**src/hdl/nuct_pkg.sv**
```systemverilog
`timescale 1ns / 1ps
`default_nettype none
// ----------------------------------------------------------------------------
// nuct_pkg: shared types and constants for the nibble unpack corner turn
// Holds field widths, count limits, register indexes, reset values of the
// stride registers and the result item layout.
// ----------------------------------------------------------------------------
package nuct_pkg;

    // Count limits and address range.
    localparam int MAX_ANTENNAS  = 256;
    localparam int MAX_CHANNELS  = 1024;
    localparam int MAX_STEPS     = 65535;
    localparam int ADDR_BITS     = 32;
    localparam int POLARIZATIONS = 2;

    // Configuration register widths.
    localparam int A_CNT_W  = 9;
    localparam int C_CNT_W  = 11;
    localparam int S_CNT_W  = 16;
    localparam int EDGE_W   = 10;
    localparam int CFG_DW   = 16;
    localparam int CFG_AW   = 8;

    // Counter widths.
    localparam int ANT_IDX_W  = 8;
    localparam int CHAN_IDX_W = 10;
    localparam int STEP_W     = 16;

    // Address term widths.
    localparam int BASE_W        = 33;
    localparam int ANT_STRIDE_W  = 17;  // 2*S
    localparam int CHAN_STRIDE_W = 25;  // 2*S*A
    localparam int P_SC_W        = 27;  // 2*S*C
    localparam int P_AC_W        = 19;  // A*C
    localparam int INT_STRIDE_W  = 35;  // 2*S*A*C
    localparam int SUM_W         = 36;
    localparam int OUT_ADDR_W    = 32;

    localparam logic [BASE_W-1:0] BASE_MAX = {BASE_W{1'b1}};

    // Reset values of the counts and of the products derived from them.
    localparam int RST_A = 128;
    localparam int RST_C = 128;
    localparam int RST_S = 1;
    localparam int RST_ANT_STRIDE  = POLARIZATIONS * RST_S;
    localparam int RST_CHAN_STRIDE = POLARIZATIONS * RST_S * RST_A;
    localparam int RST_P_SC        = POLARIZATIONS * RST_S * RST_C;
    localparam int RST_P_AC        = RST_A * RST_C;
    localparam int RST_INT_STRIDE  = POLARIZATIONS * RST_S * RST_A * RST_C;

    // Configuration register indexes.
    localparam logic [CFG_AW-1:0] CFG_ANTENNA_COUNT     = 8'd0;
    localparam logic [CFG_AW-1:0] CFG_CHANNEL_COUNT     = 8'd1;
    localparam logic [CFG_AW-1:0] CFG_INTEGRATION_STEPS = 8'd2;
    localparam logic [CFG_AW-1:0] CFG_EDGE_CHANNELS     = 8'd3;

    // Stream widths.
    localparam int IN_DW  = 16;
    localparam int OUT_DW = 88;

    // One result item.
    typedef struct packed {
        logic               address_overflow;
        logic signed [3:0]  imag_pol1;
        logic signed [3:0]  real_pol1;
        logic signed [3:0]  imag_pol0;
        logic signed [3:0]  real_pol0;
        logic [OUT_ADDR_W-1:0] address_pol1;
        logic [OUT_ADDR_W-1:0] address_pol0;
    } result_t;

    localparam int RESULT_W = $bits(result_t);

    // Effective counts: zero acts as one, large values stop at the limit.
    function automatic logic [A_CNT_W-1:0] clamp_antennas(input logic [A_CNT_W-1:0] v);
        if (v == '0) begin
            return A_CNT_W'(1);
        end else if (int'(v) > MAX_ANTENNAS) begin
            return A_CNT_W'(MAX_ANTENNAS);
        end
        return v;
    endfunction

    function automatic logic [C_CNT_W-1:0] clamp_channels(input logic [C_CNT_W-1:0] v);
        if (v == '0) begin
            return C_CNT_W'(1);
        end else if (int'(v) > MAX_CHANNELS) begin
            return C_CNT_W'(MAX_CHANNELS);
        end
        return v;
    endfunction

    function automatic logic [S_CNT_W-1:0] clamp_steps(input logic [S_CNT_W-1:0] v);
        if (v == '0) begin
            return S_CNT_W'(1);
        end else if (int'(v) > MAX_STEPS) begin
            return S_CNT_W'(MAX_STEPS);
        end
        return v;
    endfunction

endpackage
`default_nettype wire

```
**src/hdl/nibble_unpack_corner_turn.sv**
```systemverilog
`timescale 1ns / 1ps
`default_nettype none
// ----------------------------------------------------------------------------
// nibble_unpack_corner_turn: 4-bit complex unpacking with corner-turn addresses
// Every input item is one antenna's dual-polarization sample. Each produces one
// result item with the two signed 4-bit complex samples (zeroed in band-edge
// channels), their destination indices and a sticky address overflow flag.
// ----------------------------------------------------------------------------
// Usage:
//   Input items arrive on s_tvalid/s_tready/s_tdata, antenna fastest, then
//   channel, then timestep. Result items leave on m_tvalid/m_tready/m_tdata.
//   An accepted item reaches m_tvalid through the output register, or under a
//   stall through the skid register. Throughput is one item per cycle while
//   the receiver does not stall, and a skid register keeps s_tready registered.
//   When the receiver stalls, one more item is taken into the skid register,
//   then s_tready drops until the output register drains.
//   Counts and edge width are written through cfg_wr_en/cfg_addr/cfg_wdata
//   while the stream is idle; the stride products are updated on the same
//   edge, so an item may follow in the next cycle.
//   Reset (aresetn low, synchronous) restores the default counts, clears all
//   counters, bases and the overflow flag, and empties both output registers.
// ----------------------------------------------------------------------------
module nibble_unpack_corner_turn (
    input  wire logic                         aclk,
    input  wire logic                         aresetn,
    // Input items: [15:0] raw_word
    input  wire logic                         s_tvalid,
    output logic                              s_tready,
    input  wire logic [nuct_pkg::IN_DW-1:0]   s_tdata,
    // Result items: [31:0] address_pol0, [63:32] address_pol1, [67:64] real_pol0,
    // [71:68] imag_pol0, [75:72] real_pol1, [79:76] imag_pol1,
    // [80] address_overflow, [87:81] zero
    output logic                              m_tvalid,
    input  wire logic                         m_tready,
    output logic [nuct_pkg::OUT_DW-1:0]       m_tdata,
    // Configuration writes
    input  wire logic                         cfg_wr_en,
    input  wire logic [nuct_pkg::CFG_AW-1:0]  cfg_addr,
    input  wire logic [nuct_pkg::CFG_DW-1:0]  cfg_wdata
);

    // Effective counts and edge width.
    logic [nuct_pkg::A_CNT_W-1:0] a_cnt_reg, a_cnt_next;
    logic [nuct_pkg::C_CNT_W-1:0] c_cnt_reg, c_cnt_next;
    logic [nuct_pkg::S_CNT_W-1:0] s_cnt_reg, s_cnt_next;
    logic [nuct_pkg::EDGE_W-1:0]  edge_reg, edge_next;

    // Stride products, kept current on every configuration write.
    logic [nuct_pkg::ANT_STRIDE_W-1:0]  ant_stride_reg, ant_stride_next;
    logic [nuct_pkg::CHAN_STRIDE_W-1:0] chan_stride_reg, chan_stride_next;
    logic [nuct_pkg::P_SC_W-1:0]        p_sc_reg, p_sc_next;
    logic [nuct_pkg::P_AC_W-1:0]        p_ac_reg, p_ac_next;
    logic [nuct_pkg::INT_STRIDE_W-1:0]  int_stride_reg, int_stride_next;

    // Position counters and running address terms.
    logic [nuct_pkg::ANT_IDX_W-1:0]  antenna_index_reg, antenna_index_next;
    logic [nuct_pkg::CHAN_IDX_W-1:0] channel_index_reg, channel_index_next;
    logic [nuct_pkg::STEP_W-1:0]     step_reg, step_next;
    logic [nuct_pkg::BASE_W-1:0]     interval_base_reg, interval_base_next;
    logic [nuct_pkg::BASE_W-1:0]     channel_base_reg, channel_base_next;
    logic [nuct_pkg::BASE_W-1:0]     antenna_offset_reg, antenna_offset_next;
    logic                            overflow_seen_reg, overflow_seen_next;

    // Output and skid registers.
    nuct_pkg::result_t out_reg, out_next;
    nuct_pkg::result_t skid_reg, skid_next;
    logic              m_tvalid_reg, m_tvalid_next;
    logic              skid_valid_reg, skid_valid_next;

    logic              accept;
    nuct_pkg::result_t result;

    logic [nuct_pkg::A_CNT_W-1:0] a_new;
    logic [nuct_pkg::C_CNT_W-1:0] c_new;
    logic [nuct_pkg::S_CNT_W-1:0] s_new;
    logic [nuct_pkg::ANT_STRIDE_W-1:0] s2_new;

    logic [nuct_pkg::SUM_W-1:0]  addr0, addr1;
    logic                        addr_ovf;
    logic                        edge_chan;
    logic [nuct_pkg::C_CNT_W-1:0] chan_plus_edge;
    logic                        ant_wrap, chan_wrap, step_wrap;
    logic [nuct_pkg::BASE_W:0]   sat_ant, sat_chan, sat_int;

    // Saturating add of a base term: returns {overflow, value}.
    function automatic logic [nuct_pkg::BASE_W:0] sat_add(
        input logic [nuct_pkg::BASE_W-1:0]       a,
        input logic [nuct_pkg::INT_STRIDE_W-1:0] b
    );
        logic [nuct_pkg::SUM_W-1:0] s;
        s = nuct_pkg::SUM_W'(a) + nuct_pkg::SUM_W'(b);
        if (s > nuct_pkg::SUM_W'(nuct_pkg::BASE_MAX)) begin
            return {1'b1, nuct_pkg::BASE_MAX};
        end
        return {1'b0, s[nuct_pkg::BASE_W-1:0]};
    endfunction

    assign accept   = s_tvalid && s_tready;
    assign s_tready = !skid_valid_reg;
    assign m_tvalid = m_tvalid_reg;
    assign m_tdata  = nuct_pkg::OUT_DW'(out_reg);

    // Configuration writes: each updates its count and every product using it.
    always_comb begin
        a_new  = nuct_pkg::clamp_antennas(cfg_wdata[nuct_pkg::A_CNT_W-1:0]);
        c_new  = nuct_pkg::clamp_channels(cfg_wdata[nuct_pkg::C_CNT_W-1:0]);
        s_new  = nuct_pkg::clamp_steps(cfg_wdata[nuct_pkg::S_CNT_W-1:0]);
        s2_new = {s_new, 1'b0};

        a_cnt_next       = a_cnt_reg;
        c_cnt_next       = c_cnt_reg;
        s_cnt_next       = s_cnt_reg;
        edge_next        = edge_reg;
        ant_stride_next  = ant_stride_reg;
        chan_stride_next = chan_stride_reg;
        p_sc_next        = p_sc_reg;
        p_ac_next        = p_ac_reg;
        int_stride_next  = int_stride_reg;

        if (cfg_wr_en) begin
            unique case (cfg_addr)
                nuct_pkg::CFG_ANTENNA_COUNT: begin
                    a_cnt_next       = a_new;
                    chan_stride_next = nuct_pkg::CHAN_STRIDE_W'(ant_stride_reg)
                                     * nuct_pkg::CHAN_STRIDE_W'(a_new);
                    p_ac_next        = nuct_pkg::P_AC_W'(a_new)
                                     * nuct_pkg::P_AC_W'(c_cnt_reg);
                    int_stride_next  = nuct_pkg::INT_STRIDE_W'(p_sc_reg)
                                     * nuct_pkg::INT_STRIDE_W'(a_new);
                end
                nuct_pkg::CFG_CHANNEL_COUNT: begin
                    c_cnt_next      = c_new;
                    p_sc_next       = nuct_pkg::P_SC_W'(ant_stride_reg)
                                    * nuct_pkg::P_SC_W'(c_new);
                    p_ac_next       = nuct_pkg::P_AC_W'(a_cnt_reg)
                                    * nuct_pkg::P_AC_W'(c_new);
                    int_stride_next = nuct_pkg::INT_STRIDE_W'(chan_stride_reg)
                                    * nuct_pkg::INT_STRIDE_W'(c_new);
                end
                nuct_pkg::CFG_INTEGRATION_STEPS: begin
                    s_cnt_next       = s_new;
                    ant_stride_next  = s2_new;
                    chan_stride_next = nuct_pkg::CHAN_STRIDE_W'(s2_new)
                                     * nuct_pkg::CHAN_STRIDE_W'(a_cnt_reg);
                    p_sc_next        = nuct_pkg::P_SC_W'(s2_new)
                                     * nuct_pkg::P_SC_W'(c_cnt_reg);
                    int_stride_next  = nuct_pkg::INT_STRIDE_W'(s2_new)
                                     * nuct_pkg::INT_STRIDE_W'(p_ac_reg);
                end
                nuct_pkg::CFG_EDGE_CHANNELS: begin
                    edge_next = cfg_wdata[nuct_pkg::EDGE_W-1:0];
                end
                default: begin
                end
            endcase
        end
    end

    // Result of the item at the input: addresses, edge zeroing, overflow flag.
    always_comb begin
        addr0 = nuct_pkg::SUM_W'(interval_base_reg) + nuct_pkg::SUM_W'(channel_base_reg)
              + nuct_pkg::SUM_W'(antenna_offset_reg) + nuct_pkg::SUM_W'(step_reg);
        addr1 = addr0 + nuct_pkg::SUM_W'(s_cnt_reg);
        // addr1 is always above addr0, so it alone decides overflow.
        addr_ovf = |addr1[nuct_pkg::SUM_W-1:nuct_pkg::ADDR_BITS];

        chan_plus_edge = nuct_pkg::C_CNT_W'(channel_index_reg)
                       + nuct_pkg::C_CNT_W'(edge_reg);
        edge_chan = (channel_index_reg < edge_reg) || (chan_plus_edge >= c_cnt_reg);

        result.address_pol0     = addr0[nuct_pkg::OUT_ADDR_W-1:0];
        result.address_pol1     = addr1[nuct_pkg::OUT_ADDR_W-1:0];
        result.real_pol0        = edge_chan ? 4'sd0 : $signed(s_tdata[3:0]);
        result.imag_pol0        = edge_chan ? 4'sd0 : $signed(s_tdata[7:4]);
        result.real_pol1        = edge_chan ? 4'sd0 : $signed(s_tdata[11:8]);
        result.imag_pol1        = edge_chan ? 4'sd0 : $signed(s_tdata[15:12]);
        result.address_overflow = overflow_seen_reg || addr_ovf;
    end

    // Counter advance: antenna, then channel, then timestep.
    always_comb begin
        ant_wrap  = (nuct_pkg::A_CNT_W'(antenna_index_reg) + 1'b1) >= a_cnt_reg;
        chan_wrap = (nuct_pkg::C_CNT_W'(channel_index_reg) + 1'b1) >= c_cnt_reg;
        step_wrap = ({1'b0, step_reg} + 1'b1) >= {1'b0, s_cnt_reg};

        sat_ant  = sat_add(antenna_offset_reg, nuct_pkg::INT_STRIDE_W'(ant_stride_reg));
        sat_chan = sat_add(channel_base_reg, nuct_pkg::INT_STRIDE_W'(chan_stride_reg));
        sat_int  = sat_add(interval_base_reg, int_stride_reg);

        antenna_index_next  = antenna_index_reg;
        channel_index_next  = channel_index_reg;
        step_next           = step_reg;
        interval_base_next  = interval_base_reg;
        channel_base_next   = channel_base_reg;
        antenna_offset_next = antenna_offset_reg;
        overflow_seen_next  = overflow_seen_reg;

        if (accept) begin
            overflow_seen_next = result.address_overflow;
            if (ant_wrap) begin
                antenna_index_next  = '0;
                antenna_offset_next = '0;
                if (chan_wrap) begin
                    channel_index_next = '0;
                    channel_base_next  = '0;
                    if (step_wrap) begin
                        step_next          = '0;
                        interval_base_next = sat_int[nuct_pkg::BASE_W-1:0];
                        overflow_seen_next = result.address_overflow
                                           || sat_int[nuct_pkg::BASE_W];
                    end else begin
                        step_next = step_reg + 1'b1;
                    end
                end else begin
                    channel_index_next = channel_index_reg + 1'b1;
                    channel_base_next  = sat_chan[nuct_pkg::BASE_W-1:0];
                    overflow_seen_next = result.address_overflow
                                       || sat_chan[nuct_pkg::BASE_W];
                end
            end else begin
                antenna_index_next  = antenna_index_reg + 1'b1;
                antenna_offset_next = sat_ant[nuct_pkg::BASE_W-1:0];
                overflow_seen_next  = result.address_overflow
                                    || sat_ant[nuct_pkg::BASE_W];
            end
        end
    end

    // Output register with a skid stage behind it.
    always_comb begin
        out_next        = out_reg;
        skid_next       = skid_reg;
        m_tvalid_next   = m_tvalid_reg;
        skid_valid_next = skid_valid_reg;

        if (!m_tvalid_reg || m_tready) begin
            if (skid_valid_reg) begin
                out_next        = skid_reg;
                skid_valid_next = 1'b0;
                m_tvalid_next   = 1'b1;
            end else begin
                out_next      = result;
                m_tvalid_next = accept;
            end
        end else if (accept) begin
            skid_next       = result;
            skid_valid_next = 1'b1;
        end
    end

    // State registers.
    always_ff @(posedge aclk) begin
        if (!aresetn) begin
            a_cnt_reg          <= nuct_pkg::A_CNT_W'(nuct_pkg::RST_A);
            c_cnt_reg          <= nuct_pkg::C_CNT_W'(nuct_pkg::RST_C);
            s_cnt_reg          <= nuct_pkg::S_CNT_W'(nuct_pkg::RST_S);
            edge_reg           <= '0;
            ant_stride_reg     <= nuct_pkg::ANT_STRIDE_W'(nuct_pkg::RST_ANT_STRIDE);
            chan_stride_reg    <= nuct_pkg::CHAN_STRIDE_W'(nuct_pkg::RST_CHAN_STRIDE);
            p_sc_reg           <= nuct_pkg::P_SC_W'(nuct_pkg::RST_P_SC);
            p_ac_reg           <= nuct_pkg::P_AC_W'(nuct_pkg::RST_P_AC);
            int_stride_reg     <= nuct_pkg::INT_STRIDE_W'(nuct_pkg::RST_INT_STRIDE);
            antenna_index_reg  <= '0;
            channel_index_reg  <= '0;
            step_reg           <= '0;
            interval_base_reg  <= '0;
            channel_base_reg   <= '0;
            antenna_offset_reg <= '0;
            overflow_seen_reg  <= 1'b0;
            m_tvalid_reg       <= 1'b0;
            skid_valid_reg     <= 1'b0;
        end else begin
            a_cnt_reg          <= a_cnt_next;
            c_cnt_reg          <= c_cnt_next;
            s_cnt_reg          <= s_cnt_next;
            edge_reg           <= edge_next;
            ant_stride_reg     <= ant_stride_next;
            chan_stride_reg    <= chan_stride_next;
            p_sc_reg           <= p_sc_next;
            p_ac_reg           <= p_ac_next;
            int_stride_reg     <= int_stride_next;
            antenna_index_reg  <= antenna_index_next;
            channel_index_reg  <= channel_index_next;
            step_reg           <= step_next;
            interval_base_reg  <= interval_base_next;
            channel_base_reg   <= channel_base_next;
            antenna_offset_reg <= antenna_offset_next;
            overflow_seen_reg  <= overflow_seen_next;
            m_tvalid_reg       <= m_tvalid_next;
            skid_valid_reg     <= skid_valid_next;
        end
    end

    // Payload registers need no reset.
    always_ff @(posedge aclk) begin
        out_reg  <= out_next;
        skid_reg <= skid_next;
    end

`ifndef SYNTHESIS
    // The skid register only fills behind a full output register.
    assert property (@(posedge aclk) disable iff (!aresetn)
        skid_valid_reg |-> m_tvalid_reg)
        else $error("skid register holds an item while the output is empty");

    // An item accepted against a stalled output lands in the skid register.
    assert property (@(posedge aclk) disable iff (!aresetn)
        (accept && m_tvalid_reg && !m_tready) |=> skid_valid_reg)
        else $error("item accepted under stall was dropped");

    // The overflow flag is sticky until reset.
    assert property (@(posedge aclk) disable iff (!aresetn)
        overflow_seen_reg |=> overflow_seen_reg)
        else $error("overflow flag cleared without reset");

    // Wrapped counters always restart their address terms at zero.
    assert property (@(posedge aclk) disable iff (!aresetn)
        (antenna_index_reg == '0) |-> (antenna_offset_reg == '0))
        else $error("antenna offset not zero at first antenna");

    assert property (@(posedge aclk) disable iff (!aresetn)
        (channel_index_reg == '0) |-> (channel_base_reg == '0))
        else $error("channel base not zero at first channel");
`endif

endmodule
`default_nettype wire
```
**config.mk**
```make
export PLATFORM = sky130hd
export DESIGN_NAME = nibble_unpack_corner_turn
export DESIGN_NICKNAME = d
export VERILOG_FILES = /design/src/hdl/nuct_pkg.sv /design/src/hdl/nibble_unpack_corner_turn.sv
export SDC_FILE = /design/constraint.sdc
export NUM_CORES = 2
export LEC_CHECK = 0
export BUFFER_PORTS_ARGS = -buffer_cell sky130_fd_sc_hd__clkbuf_2
export CORE_UTILIZATION = 38
export CTS_BUF_LIST = sky130_fd_sc_hd__clkbuf_16
export DETAILED_ROUTE_END_ITERATION = 8
export PLACE_DENSITY = 0.56
export REMOVE_ABC_BUFFERS = 1
export SLEW_MARGIN = 20
export SYNTH_ARGS = -nofsm -noshare
export SYNTH_HDL_FRONTEND = slang
export SYNTH_SLANG_ARGS = --single-unit
export TNS_END_PERCENT = 20
```
**constraint.sdc**
```tcl
create_clock -name aclk -period 7.3 [get_ports aclk]
set_clock_uncertainty 0.05 [all_clocks]
set_input_delay 0.73 -clock aclk [delete_from_list [all_inputs] [get_ports aclk]]
set_output_delay 0.73 -clock aclk [all_outputs]
set_load 0.03 [all_outputs]
```
Word level (Yosys, flattened, before mapping)
Cells that the tools add are included.
{ "op_classes": {"n_eq_ne": 3, "muxes": 40, "n_addsub": 14, "mul": 9, "n_reduce_logical": 31, "magnitude_cmp": 10, "bitwise_logic": 2} }
{ "op_table": {"columns": ["cell", "n"], "rows": [
  ["34-bit two-way mux", 6],
  ["35-bit one-hot mux with 3 select lines", 1],
  ["81-bit two-way mux", 1],
  ["34-bit by 33-bit > comparator with 1-bit output (second input constant)", 2],
  ["33-bit two-way mux", 2],
  ["27-bit one-hot mux with 2 select lines", 1],
  ["16-bit by 11-bit multiplier with 26-bit output", 2],
  ["25-bit one-hot mux with 2 select lines", 1],
  ["16-bit by 9-bit multiplier with 24-bit output", 2],
  ["16-bit two-way mux", 3],
  ["9-bit by 11-bit multiplier with 19-bit output", 2],
  ["19-bit one-hot mux with 2 select lines", 1],
  ["33-bit by 35-bit adder with 36-bit output", 1],
  ["35-bit by 16-bit adder with 36-bit output", 1],
  ["36-bit by 16-bit adder with 36-bit output", 1],
  ["36-bit by 33-bit > comparator with 1-bit output (second input constant)", 1],
  ["34-bit by 33-bit adder with 35-bit output", 1],
  ["25-bit by 11-bit multiplier with 35-bit output", 1],
  ["27-bit by 9-bit multiplier with 35-bit output", 1],
  ["33-bit by 17-bit adder with 34-bit output", 1],
  ["33-bit by 25-bit adder with 34-bit output", 1],
  ["33-bit by 33-bit adder with 34-bit output", 1],
  ["16-bit by 19-bit multiplier with 34-bit output", 1],
  ["11-bit two-way mux", 3],
  ["35 further kinds", 71]
]} }
{ "totals": {"output_inout_bits": 90, "input_bits": 45, "reg_bits": 450, "elab_cells": 140} }

Depth between registers and ports, before layout
{ "depth": {"ltp_word": 10, "mapped_depth": 32} }

Worst setup path after synthesis
OpenSTA, ideal clock, no wires.
{ "synth_timing": {"kind": "input to register", "from": "in cfg_wdata[8] (netlist bit)", "to": "reg int_stride_reg[34] (netlist bit)", "t_arrival_ns": 7.352, "required_ns": 7.116, "n_path_buf": 5, "path_slack_ns": -0.236, "cell_stages": 29, "setup_ns": 0.134, "cell_sequence": "clkbuf_1 inv_1 buf_1 ha_1 clkbuf_1 and2_1 clkbuf_1 buf_1 nand2_1 fa_1 inv_1 fa_1 inv_1 fa_1 inv_1 fa_1 ha_1 o21ai_0 nand2b_1 a31o_2 a311oi_2 o21ai_1 a211oi_1 nor2_1 o41ai_1 o2111a_1 xnor2_1 a221oi_1 a211oi_1"} }
{ "synth_between": {"elab_chain_len": 6, "elab_cells_between_ends": 19, "cone_classes": "mul (3); order compare (2); mux (11); reduce/logical (3)"} }
{ "synth_lines": {"columns": ["element", "line", "rtl"], "rows": [
  ["from (decl)", "nibble_unpack_corner_turn.sv:39", "input wire logic [nuct_pkg::CFG_DW-1:0] cfg_wdata"],
  ["11-bit > comparator or 9-bit > comparator (tied branches)", "nuct_pkg.sv:88, nuct_pkg.sv:79", null],
  ["1-bit two-way mux, on equally long branches", "nuct_pkg.sv:88, nuct_pkg.sv:79", null],
  ["1-bit two-way mux, on equally long branches", "nuct_pkg.sv:86, nuct_pkg.sv:77", null],
  ["11-bit two-way mux or 9-bit two-way mux (tied branches)", "nuct_pkg.sv:91, nuct_pkg.sv:82", null],
  ["25-bit by 11-bit multiplier with 35-bit output or 27-bit by 9-bit multiplier with 35-bit output (tied branches)", "nibble_unpack_corner_turn.sv:138, nibble_unpack_corner_turn.sv:129", null],
  ["35-bit one-hot mux with 3 select lines *", "nibble_unpack_corner_turn.sv:121", "unique case (cfg_addr)"],
  ["to (signal assigned)", "nibble_unpack_corner_turn.sv:262", "int_stride_reg <= nuct_pkg::INT_STRIDE_W'(nuct_pkg::RST_INT_STRIDE);"],
  ["to (signal assigned)", "nibble_unpack_corner_turn.sv:281", "int_stride_reg <= int_stride_next;"],
  ["to (decl)", "nibble_unpack_corner_turn.sv:53", "logic [nuct_pkg::INT_STRIDE_W-1:0] int_stride_reg, int_stride_next;"]
]} }
Mark *: on every way between the ends. The rest lies on a longest branch, timed or not.
A chain may end at the register's enable or synchronous reset.

Worst setup path in the final report
{ "layout_timing": {"from": "in cfg_wdata[1] (netlist bit)", "to": "reg int_stride_reg[33] (netlist bit)"} }
The elaborated chain is that of the path after synthesis.

==> impl_metrics.py <==
metrics = {
    "cts": {
        "ctsRootBufferMaster": "clkbuf_16",
        "cts_buffers": 58,
        "cts_max_level": 2,
        "cts_tree": "yes",
        "cts_hold_buf": 0,
        "cts.sinks": 447,
        "clk_pin_slew_worst_paths_ns": 0.06,
        "clock_path_buffers": 3,
        "clkLatencyLatePin_ns": 0.72,
    },
    "sta": {
        "finalSetupTns_ns": 0,
        "hold_viol": 0,
        "min_period_ns": 6.98,
        "slew_violations": 0,
        "fmax_mhz": 143,
        "setup_viol": 0,
        "fin_ws_ns": 0.323,
        "period_share_pct": 95.6,
        "rsz0062_at_grt": "true",
        "worst_pin_slew_ns": 1.06,
        "slew_headroom_pct": 29.6,
    },
    "route": {
        "viasPerCell": 5.30,
        "final_antenna_net_count": 0,
        "dr.pass1.iters": 6,
        "routedWlPerCell_um": 20.9,
        "drc": 0,
        "drtIter0Drc": 4432,
        "num_vias": 62857,
        "totalWireLength_mm": 248,
    },
    "placed_design": {
        "portBuffers": 127,
        "gp_congestion": 0.952,
        "place_ws_ns": -0.830,
        "dp_hpwl_mm": 198,
        "place_area_sq_mm": 0.0836,
    },
    "hold_path": {
        "hold_class": "in -> reg",
        "holdPathEnd": "overflow_seen_reg",
        "hold-path-cell-count": 2,
        "min_from": "aresetn",
    },
    "yosys": {
        "synth_top_cells_by_count": "nand2_1, inv_1, fa_1",
        "synth_simple_gate_area_share_pct": 18.0,
        "synth_area_leaders": "fa_1, ha_1, dfxtp_1",
        "ys_ff_latch": 447,
        "yosysWarnings": 0,
        "synthMuxAreaShare_pct": 0.756,
        "ys_async_sr_fraction_pct": 0,
        "synth-compound-area-share_pct": 10.4,
        "synth.largest_area_cell": "fa_1",
        "syn_area_sq_mm": 0.0763,
        "syn_inst": 8841,
        "synth_area_per_cell_sq_um": 8.64,
        "synth_top_family_by_area": "adder cells",
        "synth_xor_area_share_pct": 4.01,
        "synth_top_area_share_pct": 32.1,
        "synth_edf_count": 162,
        "synthAdderAreaFrac_pct": 43.9,
        "yosysSeqAreaShare_pct": 13.8,
        "synth_ff_type": "dfxtp_1",
        "yosysUniqueCellTypes": 94,
        "yosysMostFrequentCell": "nand2_1",
    },
    "pwr": {
        "p_int_w": 0.00452,
        "p_sw_w": 0.00204,
        "power_density_mw_per_mm2": 76.6,
        "p_leak_nw": 42.1,
        "p_clk_share_pct": 43.8,
        "power_frac_seq_pct": 40.4,
        "swShare_pct": 31.0,
        "power.share.combinational_pct": 15.8,
        "ir_drop_uv": 203,
        "total_power_w": 0.00656,
    },
    "critical_path": {
        "ff2ff_setup_slack_ns": 0.32,
        "cp_common_cell": "fa_1",
        "r2r_start": "p_ac_reg[6]",
        "required_ns": 7.83,
        "reg2reg_to": "int_stride_reg[20]",
        "start_kind": "primary input",
        "critPathSlowestCell": "fa_1",
        "worst_r2r_path_depth": 26,
        "worst_setup_path_end_kind": "flop",
        "crit_start": "cfg_wdata[1]",
        "setup.worst_path.class": "in -> reg",
        "crit_fanout": 35,
        "worstPathArrival_ns": 7.51,
        "max_stage_delay_ns": 0.56,
    },
    "final_layout": {
        "final_cell_area_sq_mm": 0.0856,
        "syn_to_final_growth_pct": 12.1,
        "final_net_count": 11155,
        "drive_gt1_share_pct": 10.5,
    },
    "global_route": {
        "grt_use_total_pct": 24.6,
        "grt_start_max_net_pins": 82,
        "grt_pass1_wl_mm": 388,
        "grt.overflow.total": 0,
        "grt_pass1_vias": 66017,
        "antenna_found_initial": 12,
    },
    "floorplan": {
        "die_area_sq_mm": 0.203,
        "initial_core_util_pct": 38.2,
        "die_w_um": 450,
        "rows": 164,
        "die_y_um": 450,
        "core_area_sq_mm": 0.200,
        "io_pins": 135,
    },
    "status": {
        "status": "completed",
    },
    "flow_run": {
        "cap_violations": 0,
    },
}
## metrics by stage
stage / std cells / hold WS (ns) / util [%]
final: 11871 / 0.301 / 42.9
after global routing: 11865 / 0.272 / 42.9
after CTS: 11865 / 0.250 / 42.8
after detailed placement: 11761 / 0.411 / 41.9
after global placement: 11761 / 0.404 / 41.9
after floorplan: 8352 / 0.393 / -
## logic make-up (layout without fill, tap and decap cells)
| logic type | count (synthesis) | in the layout |
|---|---|---|
| AO/OA/AOI/OAI | 1239 | 1239 |
| XOR/XNOR | 347 | 347 |
| adder cells (fa/ha/maj) | 1945 | 1945 |
| buffers and inverters | 1852 | 2214 |
| flip-flops | 447 | 447 |
| multiplexers | 53 | 53 |
| other | 1 | 13 |
| AND/OR/NAND/NOR | 2957 | 2957 |
## per-layer routing
metal	vias up	global-route usage (%)	share of wire, %
met5	-	0	0.020
met4	8	10.0	4.4
met3	427	3.55	6.8
met2	1976	40.3	46
met1	31698	32.4	43
li1	28748	-	-
## cells in the final DEF, fill, tap and decap left out, types with 37 or more instances in the layout
| cell | n |
|---|---|
| nand3_1 | 99 |
| o21a_1 | 50 |
| inv_1 | 1362 |
| mux2_2 | 37 |
| edfxtp_1 | 162 |
| a21o_1 | 118 |
| clkbuf_16 | 58 |
| clkbuf_2 | 122 |
| and3_1 | 151 |
| o21ai_0 | 281 |
| nor2_1 | 376 |
| buf_4 | 601 |
| xnor2_1 | 240 |
| nand2b_1 | 42 |
| dfxtp_1 | 284 |
| a31oi_1 | 46 |
| o21bai_1 | 38 |
| ha_1 | 721 |
| and2_1 | 506 |
| fa_1 | 1223 |
| a21oi_1 | 364 |
| nor2b_1 | 52 |
| xor2_1 | 104 |
| nand2_1 | 1453 |
| a211oi_1 | 49 |
| nor3_1 | 122 |
## what timing repair did
item	4_1_cts	5_1_grt
setup buffers	0	0
endpoints found under the hold margin	0	0
setup endpoints to repair	2	13
resized for setup	2	22
## worst max-delay path, delay by kind of cell
kind | cells | cell delay [ns]
simple gates | 2 | 0.33
xor+xnor | 1 | 0.12
compound gates | 10 | 2.11
buf+inv | 5 | 0.75
fa+ha+maj | 7 | 3.39
## area by class of cell
class                   count  area [sq um]
diodes                      6          15.0
multi-input cells        6548         59100
clock inverters            46           400
clock buffers              58          1450
well taps                2656          3320
inverters                1357          5100
repair buffers            753          5690
flip-flops and latches    447         10600
fillers                 19686        114000
## worst max path at each step
stage               depth (start not counted)  slack, ns             endpoint
finish                                     25       0.32   int_stride_reg[33]
global route                               31      -0.02  chan_stride_reg[24]
CTS                                        31      0.009   int_stride_reg[34]
detailed placement                         26      -0.83   int_stride_reg[25]
global placement                           31      -0.76   int_stride_reg[34]
floorplan                                  26      -1.14   int_stride_reg[34]
## power by group through the flow
stage                     logic (W)  clock network (W)  registers [W]
after floorplan            0.000420                  0        0.00276
after global placement      0.00102                  0        0.00270
after detailed placement    0.00103                  0        0.00270
after CTS                   0.00103            0.00293        0.00265
after global routing        0.00112            0.00301        0.00265
final                       0.00104            0.00287        0.00265
Note: power is estimated with default switching activity, not from simulation.
